<file path="src/design/iorb_pkg.sv">
// Shared constants and types for the in-order release buffer.
`timescale 1ns / 1ps

package iorb_pkg;

    localparam int WINDOW       = 16;
    localparam int SEQ_BITS     = 16;
    localparam int PAYLOAD_BITS = 32;

    localparam int SEQ_PORT_W = 16;
    localparam int PAY_PORT_W = 32;

    localparam int IDX_W  = $clog2(WINDOW);
    localparam int DIST_W = (SEQ_BITS > IDX_W + 1) ? SEQ_BITS : IDX_W + 1;

    localparam logic STATUS_RELEASED = 1'b0;
    localparam logic STATUS_REJECTED = 1'b1;

    typedef struct packed {
        logic                load;
        logic                from_ram;
        logic [SEQ_BITS-1:0] seq;
        logic                last;
        logic                status;
    } iorb_emit_t;

endpackage

</file>
<file path="src/design/in_order_release_buffer_top.sv">
// Top level of the in-order release buffer: slot store, sequencer and output register.
`timescale 1ns / 1ps
// An in-order or rejected request shows its result in the cycle after acceptance.
// A request that is buffered gives no result and the next request may follow the next cycle.
// Each buffered request released behind an in-order one is read from the slot RAM, whose read
// is registered, and then emitted; the input is not ready until the whole run has drained.
// Reset (rst_n, asynchronous, active low) empties all slots and sets the expected number to 0.

module in_order_release_buffer_top (
    input  logic                            clk,
    input  logic                            rst_n,
    input  logic                            in_valid,
    output logic                            in_ready,
    input  logic [iorb_pkg::SEQ_PORT_W-1:0] seq_id,
    input  logic [iorb_pkg::PAY_PORT_W-1:0] payload,
    output logic                            out_valid,
    input  logic                            out_ready,
    output logic [iorb_pkg::PAY_PORT_W-1:0] out_payload,
    output logic [iorb_pkg::SEQ_PORT_W-1:0] out_seq_id,
    output logic                            last,
    output logic                            status
);

    iorb_pkg::iorb_emit_t                emit;
    logic                                out_free;
    logic                                ram_we;
    logic                                ram_re;
    logic [iorb_pkg::IDX_W-1:0]          ram_waddr;
    logic [iorb_pkg::IDX_W-1:0]          ram_raddr;
    logic [iorb_pkg::PAYLOAD_BITS-1:0]   ram_rdata;
    logic [iorb_pkg::PAYLOAD_BITS-1:0]   in_pay;

    logic                                out_valid_reg;
    logic [iorb_pkg::PAYLOAD_BITS-1:0]   out_pay_reg;
    logic [iorb_pkg::SEQ_BITS-1:0]       out_seq_reg;
    logic                                out_last_reg;
    logic                                out_status_reg;

    assign in_pay   = iorb_pkg::PAYLOAD_BITS'(payload);
    assign out_free = !out_valid_reg || out_ready;

    iorb_ctrl u_ctrl (
        .clk       (clk),
        .rst_n     (rst_n),
        .in_valid  (in_valid),
        .in_ready  (in_ready),
        .in_seq    (iorb_pkg::SEQ_BITS'(seq_id)),
        .out_free  (out_free),
        .emit      (emit),
        .ram_we    (ram_we),
        .ram_waddr (ram_waddr),
        .ram_re    (ram_re),
        .ram_raddr (ram_raddr)
    );

    iorb_ram #(
        .WIDTH (iorb_pkg::PAYLOAD_BITS),
        .DEPTH (iorb_pkg::WINDOW)
    ) u_slot_ram (
        .clk   (clk),
        .we    (ram_we),
        .waddr (ram_waddr),
        .wdata (in_pay),
        .re    (ram_re),
        .raddr (ram_raddr),
        .rdata (ram_rdata)
    );

    always_ff @(posedge clk or negedge rst_n)
    begin
        if (!rst_n)
        begin
            out_valid_reg <= 1'b0;
        end
        else if (emit.load)
        begin
            out_valid_reg <= 1'b1;
        end
        else if (out_ready)
        begin
            out_valid_reg <= 1'b0;
        end
    end

    always_ff @(posedge clk)
    begin
        if (emit.load)
        begin
            out_pay_reg    <= emit.from_ram ? ram_rdata : in_pay;
            out_seq_reg    <= emit.seq;
            out_last_reg   <= emit.last;
            out_status_reg <= emit.status;
        end
    end

    assign out_valid   = out_valid_reg;
    assign out_payload = iorb_pkg::PAY_PORT_W'(out_pay_reg);
    assign out_seq_id  = iorb_pkg::SEQ_PORT_W'(out_seq_reg);
    assign last        = out_last_reg;
    assign status      = out_status_reg;

endmodule

</file>
<file path="src/design/iorb_ram.sv">
// Generic single-write, single-read RAM with a registered read port.
`timescale 1ns / 1ps

module iorb_ram #(
    parameter int WIDTH = 32,
    parameter int DEPTH = 16
) (
    input  logic                     clk,
    input  logic                     we,
    input  logic [$clog2(DEPTH)-1:0] waddr,
    input  logic [WIDTH-1:0]         wdata,
    input  logic                     re,
    input  logic [$clog2(DEPTH)-1:0] raddr,
    output logic [WIDTH-1:0]         rdata
);

    logic [WIDTH-1:0] mem [DEPTH];
    logic [WIDTH-1:0] rdata_reg;

    always_ff @(posedge clk)
    begin
        if (we)
        begin
            mem[waddr] <= wdata;
        end
        if (re)
        begin
            rdata_reg <= mem[raddr];
        end
    end

    assign rdata = rdata_reg;

endmodule

</file>
<file path="src/design/iorb_ctrl.sv">
// Sequencer of the release buffer: window check, slot valid bits and drain walk.
`timescale 1ns / 1ps

module iorb_ctrl (
    input  logic                              clk,
    input  logic                              rst_n,
    input  logic                              in_valid,
    output logic                              in_ready,
    input  logic [iorb_pkg::SEQ_BITS-1:0]     in_seq,
    input  logic                              out_free,
    output iorb_pkg::iorb_emit_t              emit,
    output logic                              ram_we,
    output logic [iorb_pkg::IDX_W-1:0]        ram_waddr,
    output logic                              ram_re,
    output logic [iorb_pkg::IDX_W-1:0]        ram_raddr
);

    typedef enum logic [2:0] {
        ST_IDLE = 3'b001,
        ST_READ = 3'b010,
        ST_EMIT = 3'b100
    } state_t;

    state_t                          state_reg, state_next;
    logic [iorb_pkg::SEQ_BITS-1:0]   next_exp_reg, next_exp_next;
    logic [iorb_pkg::IDX_W-1:0]      head_reg, head_next;
    logic [iorb_pkg::WINDOW-1:0]     valid_reg, valid_next;

    logic [iorb_pkg::SEQ_BITS-1:0]   seq_gap;
    logic                            in_window;
    logic [iorb_pkg::IDX_W:0]        slot_sum;
    logic [iorb_pkg::IDX_W-1:0]      slot_idx;
    logic [iorb_pkg::IDX_W-1:0]      head_inc;
    logic                            accept;

    // Shared arithmetic: distance to the expected number and the slot it maps to.
    assign seq_gap   = in_seq - next_exp_reg;
    assign in_window = iorb_pkg::DIST_W'(seq_gap) < iorb_pkg::DIST_W'(iorb_pkg::WINDOW);
    assign slot_sum  = {1'b0, head_reg} + (iorb_pkg::IDX_W + 1)'(seq_gap);
    assign slot_idx  = (slot_sum >= (iorb_pkg::IDX_W + 1)'(iorb_pkg::WINDOW))
                     ? iorb_pkg::IDX_W'(slot_sum - (iorb_pkg::IDX_W + 1)'(iorb_pkg::WINDOW))
                     : slot_sum[iorb_pkg::IDX_W-1:0];
    assign head_inc  = (head_reg == iorb_pkg::IDX_W'(iorb_pkg::WINDOW - 1))
                     ? '0 : head_reg + 1'b1;

    assign in_ready  = (state_reg == ST_IDLE) && out_free;
    assign accept    = in_valid && in_ready;
    assign ram_waddr = slot_idx;
    assign ram_raddr = head_reg;
    assign ram_re    = (state_reg == ST_READ);

    always_comb
    begin
        state_next    = state_reg;
        next_exp_next = next_exp_reg;
        head_next     = head_reg;
        valid_next    = valid_reg;
        ram_we        = 1'b0;
        emit          = '0;
        case (state_reg)
            ST_IDLE:
            begin
                if (accept)
                begin
                    if (seq_gap == '0)
                    begin
                        emit.load     = 1'b1;
                        emit.seq      = in_seq;
                        emit.status   = iorb_pkg::STATUS_RELEASED;
                        emit.last     = !valid_reg[head_inc];
                        next_exp_next = next_exp_reg + 1'b1;
                        head_next     = head_inc;
                        if (valid_reg[head_inc])
                        begin
                            state_next = ST_READ;
                        end
                    end
                    else if (in_window && !valid_reg[slot_idx])
                    begin
                        ram_we               = 1'b1;
                        valid_next[slot_idx] = 1'b1;
                    end
                    else
                    begin
                        emit.load   = 1'b1;
                        emit.seq    = in_seq;
                        emit.status = iorb_pkg::STATUS_REJECTED;
                        emit.last   = 1'b1;
                    end
                end
            end
            ST_READ:
            begin
                state_next = ST_EMIT;
            end
            ST_EMIT:
            begin
                if (out_free)
                begin
                    emit.load            = 1'b1;
                    emit.from_ram        = 1'b1;
                    emit.seq             = next_exp_reg;
                    emit.status          = iorb_pkg::STATUS_RELEASED;
                    emit.last            = !valid_reg[head_inc];
                    valid_next[head_reg] = 1'b0;
                    next_exp_next        = next_exp_reg + 1'b1;
                    head_next            = head_inc;
                    state_next           = valid_reg[head_inc] ? ST_READ : ST_IDLE;
                end
            end
            default:
            begin
                state_next = ST_IDLE;
            end
        endcase
    end

    always_ff @(posedge clk or negedge rst_n)
    begin
        if (!rst_n)
        begin
            state_reg    <= ST_IDLE;
            next_exp_reg <= '0;
            head_reg     <= '0;
            valid_reg    <= '0;
        end
        else
        begin
            state_reg    <= state_next;
            next_exp_reg <= next_exp_next;
            head_reg     <= head_next;
            valid_reg    <= valid_next;
        end
    end

    // A new item never lands on a slot that still holds a buffered item.
    a_no_overwrite: assert property (@(posedge clk) disable iff (!rst_n)
        ram_we |-> !valid_reg[ram_waddr])
        else $error("write to an occupied slot");

    // The drain walk only reads slots that hold an item.
    a_read_valid: assert property (@(posedge clk) disable iff (!rst_n)
        (state_reg == ST_READ) |-> valid_reg[head_reg])
        else $error("drain read of an empty slot");

    // Every read is followed by its emit step.
    a_read_then_emit: assert property (@(posedge clk) disable iff (!rst_n)
        (state_reg == ST_READ) |=> (state_reg == ST_EMIT))
        else $error("read not followed by emit");

    // A rejection is always the only, and therefore last, result.
    a_reject_last: assert property (@(posedge clk) disable iff (!rst_n)
        (emit.load && emit.status == iorb_pkg::STATUS_REJECTED) |-> emit.last)
        else $error("rejection without last");

    // Items from the store leave only from the emit step, once the output frees.
    a_ram_emit_state: assert property (@(posedge clk) disable iff (!rst_n)
        (emit.load && emit.from_ram) |-> (state_reg == ST_EMIT) && out_free)
        else $error("stored item emitted outside the emit step");

endmodule
</file>
<file path="config.mk">
export PLATFORM = sky130hd
export DESIGN_NAME = in_order_release_buffer_top
export DESIGN_NICKNAME = d
export VERILOG_FILES = /design/src/design/iorb_pkg.sv /design/src/design/in_order_release_buffer_top.sv /design/src/design/iorb_ram.sv /design/src/design/iorb_ctrl.sv
export SDC_FILE = /design/constraint.sdc
export NUM_CORES = 1
export LEC_CHECK = 0
export BUFFER_PORTS_ARGS = -buffer_cell sky130_fd_sc_hd__buf_2
export CORE_MARGIN = 3
export CORE_UTILIZATION = 60
export DETAILED_ROUTE_END_ITERATION = 8
export HOLD_SLACK_MARGIN = 0.1
export PLACE_DENSITY = 0.78
export SYNTH_ARGS = -nofsm -noshare
export SYNTH_HDL_FRONTEND = slang
export SYNTH_SLANG_ARGS = --single-unit
</file>
<file path="constraint.sdc">
create_clock -name clk -period 9.5 [get_ports clk]
set_clock_uncertainty 0.15 [all_clocks]
set_input_delay 0.475 -clock clk [delete_from_list [all_inputs] [get_ports clk]]
set_output_delay 0.475 -clock clk [all_outputs]
set_load 0.02 [all_outputs]
</file>
==> flow_summary.yaml <==
logic_synthesis:
  syn_inst: 1275
  ys_types: 58
  yosysMostFrequentCell: "edfxtp_1"
  ys_top_cells_by_area: "edfxtp_1, mux4_2, dfrtp_1"
  synth.avg_cell_area_um2: 19.9
  ys_ff_latch: 634
  synth_edf_count: 594
  yosysTopAreaCell: "edfxtp_1"
  yosysSeqAreaShare_pct: 74.3
  synth_top_flop_cell: "edfxtp_1"
  yosysWarnings: 0
  synth_top_area_share_pct: 70.3
  synth_area_um2: 25400
  async_flop_share_pct: 6.31
  synth_commonest_cells: "edfxtp_1, mux4_2, nand2_1"
  syn_nets: 1352
clock_network:
  clock_path_buffers: 3
  cts_root_buf: "clkbuf_16"
  htreeDepth: 2
  cts_tree: "yes"
  clock_latency_ps: 630
  numCtsBuffers: 60
  cts_setup_buffers: 0
  cts.sinks: 634
  clkTransAtPathRegs_ps: 60
floorplan:
  dieArea_um2: 44800
  die_h_um: 212
  core.rowCount: 74
  core_area_um2: 41300
  ios: 104
  start_util_pct: 61.4
  die_w_um: 212
run_status:
  outcome: "completed"
setup_path:
  crit_arrival_ps: 5660
  path_max_fanout: 32
  required_ps: 9590
  worst-setup-path-type: "input pin to flop"
  critPathCaptureType: "flop"
  start_kind: "input pin"
drt:
  drc: 0
  drt_iter0_drc: 1623
  wl_met1_um: 22000
  wl_met2_um: 27500
  wl_met3_um: 4260
  dr_total_vias: 13100
  ant_nets: 0
  dr.pass1.iters: 5
  viasPerCell: 6.44
  wl_per_cell_um: 27.3
  routed.top_layer: "met5"
  routed_wl_um: 55200
global_route:
  grt_usage_pct: 25.5
  antenna_found_initial: 2
  grt_overflow: 0
  grt_start_max_net_pins: 104
  grt_pass1_vias: 13400
  grt_pass1_wl_um: 84200
placed_design:
  io_buffers: 103
  gp_congestion: 0.922
  dp_hpwl_um: 28800
pwr:
  p_leak_nw: 9.50
  ir_drop_v: 0.000162
  power_density_nw_per_um2: 194
timing:
  finalHoldViolCount: 0
  fin_worst_hold_slack_ps: 143
  slew_violations: 0
  finalCriticalPeriod_ps: 5580
  fmaxAchievable_ghz: 0.179
  tightestPinTransition_ps: 1140
  rsz0062_at_grt: "no"
  fin_crit_sh_pct: 58.7
  setup_tns_ps: 0
  slew_headroom_pct: 24.2
  setup_violations: 0
final_layout:
  largest_register_ffs: 512
  drive_gt1_share_pct: 27.1
  area_delta_synth_final_pct: 14.1
  layout.nets: 1520
run:
  maxCapViolCount: 0
worst_hold_path:
  hp-class: "input pin to flop"
## where the power goes
| group | internal, mW | leakage, nW | switching, mW | total, mW |
|---|---|---|---|---|
| Clock | 1.33 | 0.948 | 1.03 | 2.36 |
| Sequential | 3.07 | 5.89 | 0.00383 | 3.07 |
| Combinational | 0.0570 | 2.66 | 0.118 | 0.175 |
## area by class of cell
cell class              instances  area, um^2
diodes                          1        2.50
multi-input cells             555        6290
clock buffers                  72        1550
fillers                      2465       12300
flip-flops and latches        634       18800
inverters                      29         109
clock inverters                41         389
repair buffers                163        1100
well taps                     532         666
## layer usage
metal	vias up	track usage [%]
met5	-	0
met4	2	8.11
met3	114	5.54
met2	679	40.7
met1	6734	36.2
li1	5535	-
## metrics by stage
| stage | total power, mW | util [%] | worst slack, ps | instances | instance area, um^2 |
|---|---|---|---|---|---|
| finish | 5.60 | 70.1 | 3920 | 2027 | 29000 |
| global route | 5.76 | 70.1 | 3550 | 2027 | 29000 |
| CTS | 5.64 | 70.1 | 4000 | 2026 | 28900 |
| detailed placement | 3.29 | 64.2 | 3940 | 1863 | 26500 |
| global placement | 3.28 | 64.2 | 4130 | 1863 | 26500 |
| floorplan | 3.21 | - | 4220 | 1275 | 25400 |
## cells by family (layout without fill, tap and decap cells)
kind of cell	Yosys count	count (layout)	share of synthesized area, %
simple gates	224	224	4.18
mux	175	175	15.3
buf+inv	86	305	1.29
fa+ha+maj	25	25	1.29
flops	634	634	74.3
compound gates	99	99	2.60
other cells	0	1	0
xor+xnor	32	32	1.10
## worst max-delay path, cell delays in order
cell	delay (ps)
dlygate4sd3_1	550
buf_2	130
inv_1	50
ha_1	160
inv_1	60
fa_1	550
inv_1	80
fa_1	690
mux4_2	360
mux4_2	470
nor2_1	470
nand3_1	550
nor2_4	1030
## placed cells by master (no fill, tap or decap), types with 5 or more instances in the layout
cell,netlist,final
nor2_1,23,14
xor2_1,8,8
a21o_1,6,6
edfxtp_1,594,594
clkbuf_16,0,60
ha_1,23,23
buf_2,4,103
a22o_1,16,16
dlygate4sd3_1,0,50
nand2_1,116,116
mux4_2,169,169
bufinv_16,0,6
a31oi_1,5,5
mux2_2,5,5
clkinv_1,1,14
nor2b_1,5,5
nor3_1,17,16
clkbuf_1,35,12
nor4_1,6,6
nor2_4,0,9
buf_4,0,9
dfrtp_1,39,36
a21oi_1,10,10
xnor2_1,24,24
nor4b_1,5,5
and3_2,0,8
inv_1,27,27
o21ai_0,38,38
clkinv_2,0,13
nand3_1,13,13
nand2b_1,7,7
## path summary, 6_finish.rpt
kind | from | end | slack [ps] | cells after the start
worst max-delay path | seq_id[0] | u_slot_ram.mem[9][8] | 3920 | 13
worst min-delay path | in_valid | u_ctrl.state_reg[0] | 140 | 3
worst max register to register | u_ctrl.next_exp_reg[4] | u_slot_ram.mem[9][8] | 4000 | 12
worst min register to register | u_slot_ram.rdata[31] | out_payload[31] | 360 | 2
max in group asynchronous | rst_n | u_ctrl.ram_raddr[0] | 8070 | 2
min in group asynchronous | rst_n | u_ctrl.next_exp_reg[0] | 390 | 2
## timing repair
| action | in CTS | in global routing |
|---|---|---|
| hold buffers | 50 | 0 |
| resized for setup | 0 | 0 |
| endpoints found under the setup margin | 0 | 0 |
| endpoints found under the hold margin | 533 | 0 |
Note: power is estimated with default switching activity, not from simulation.
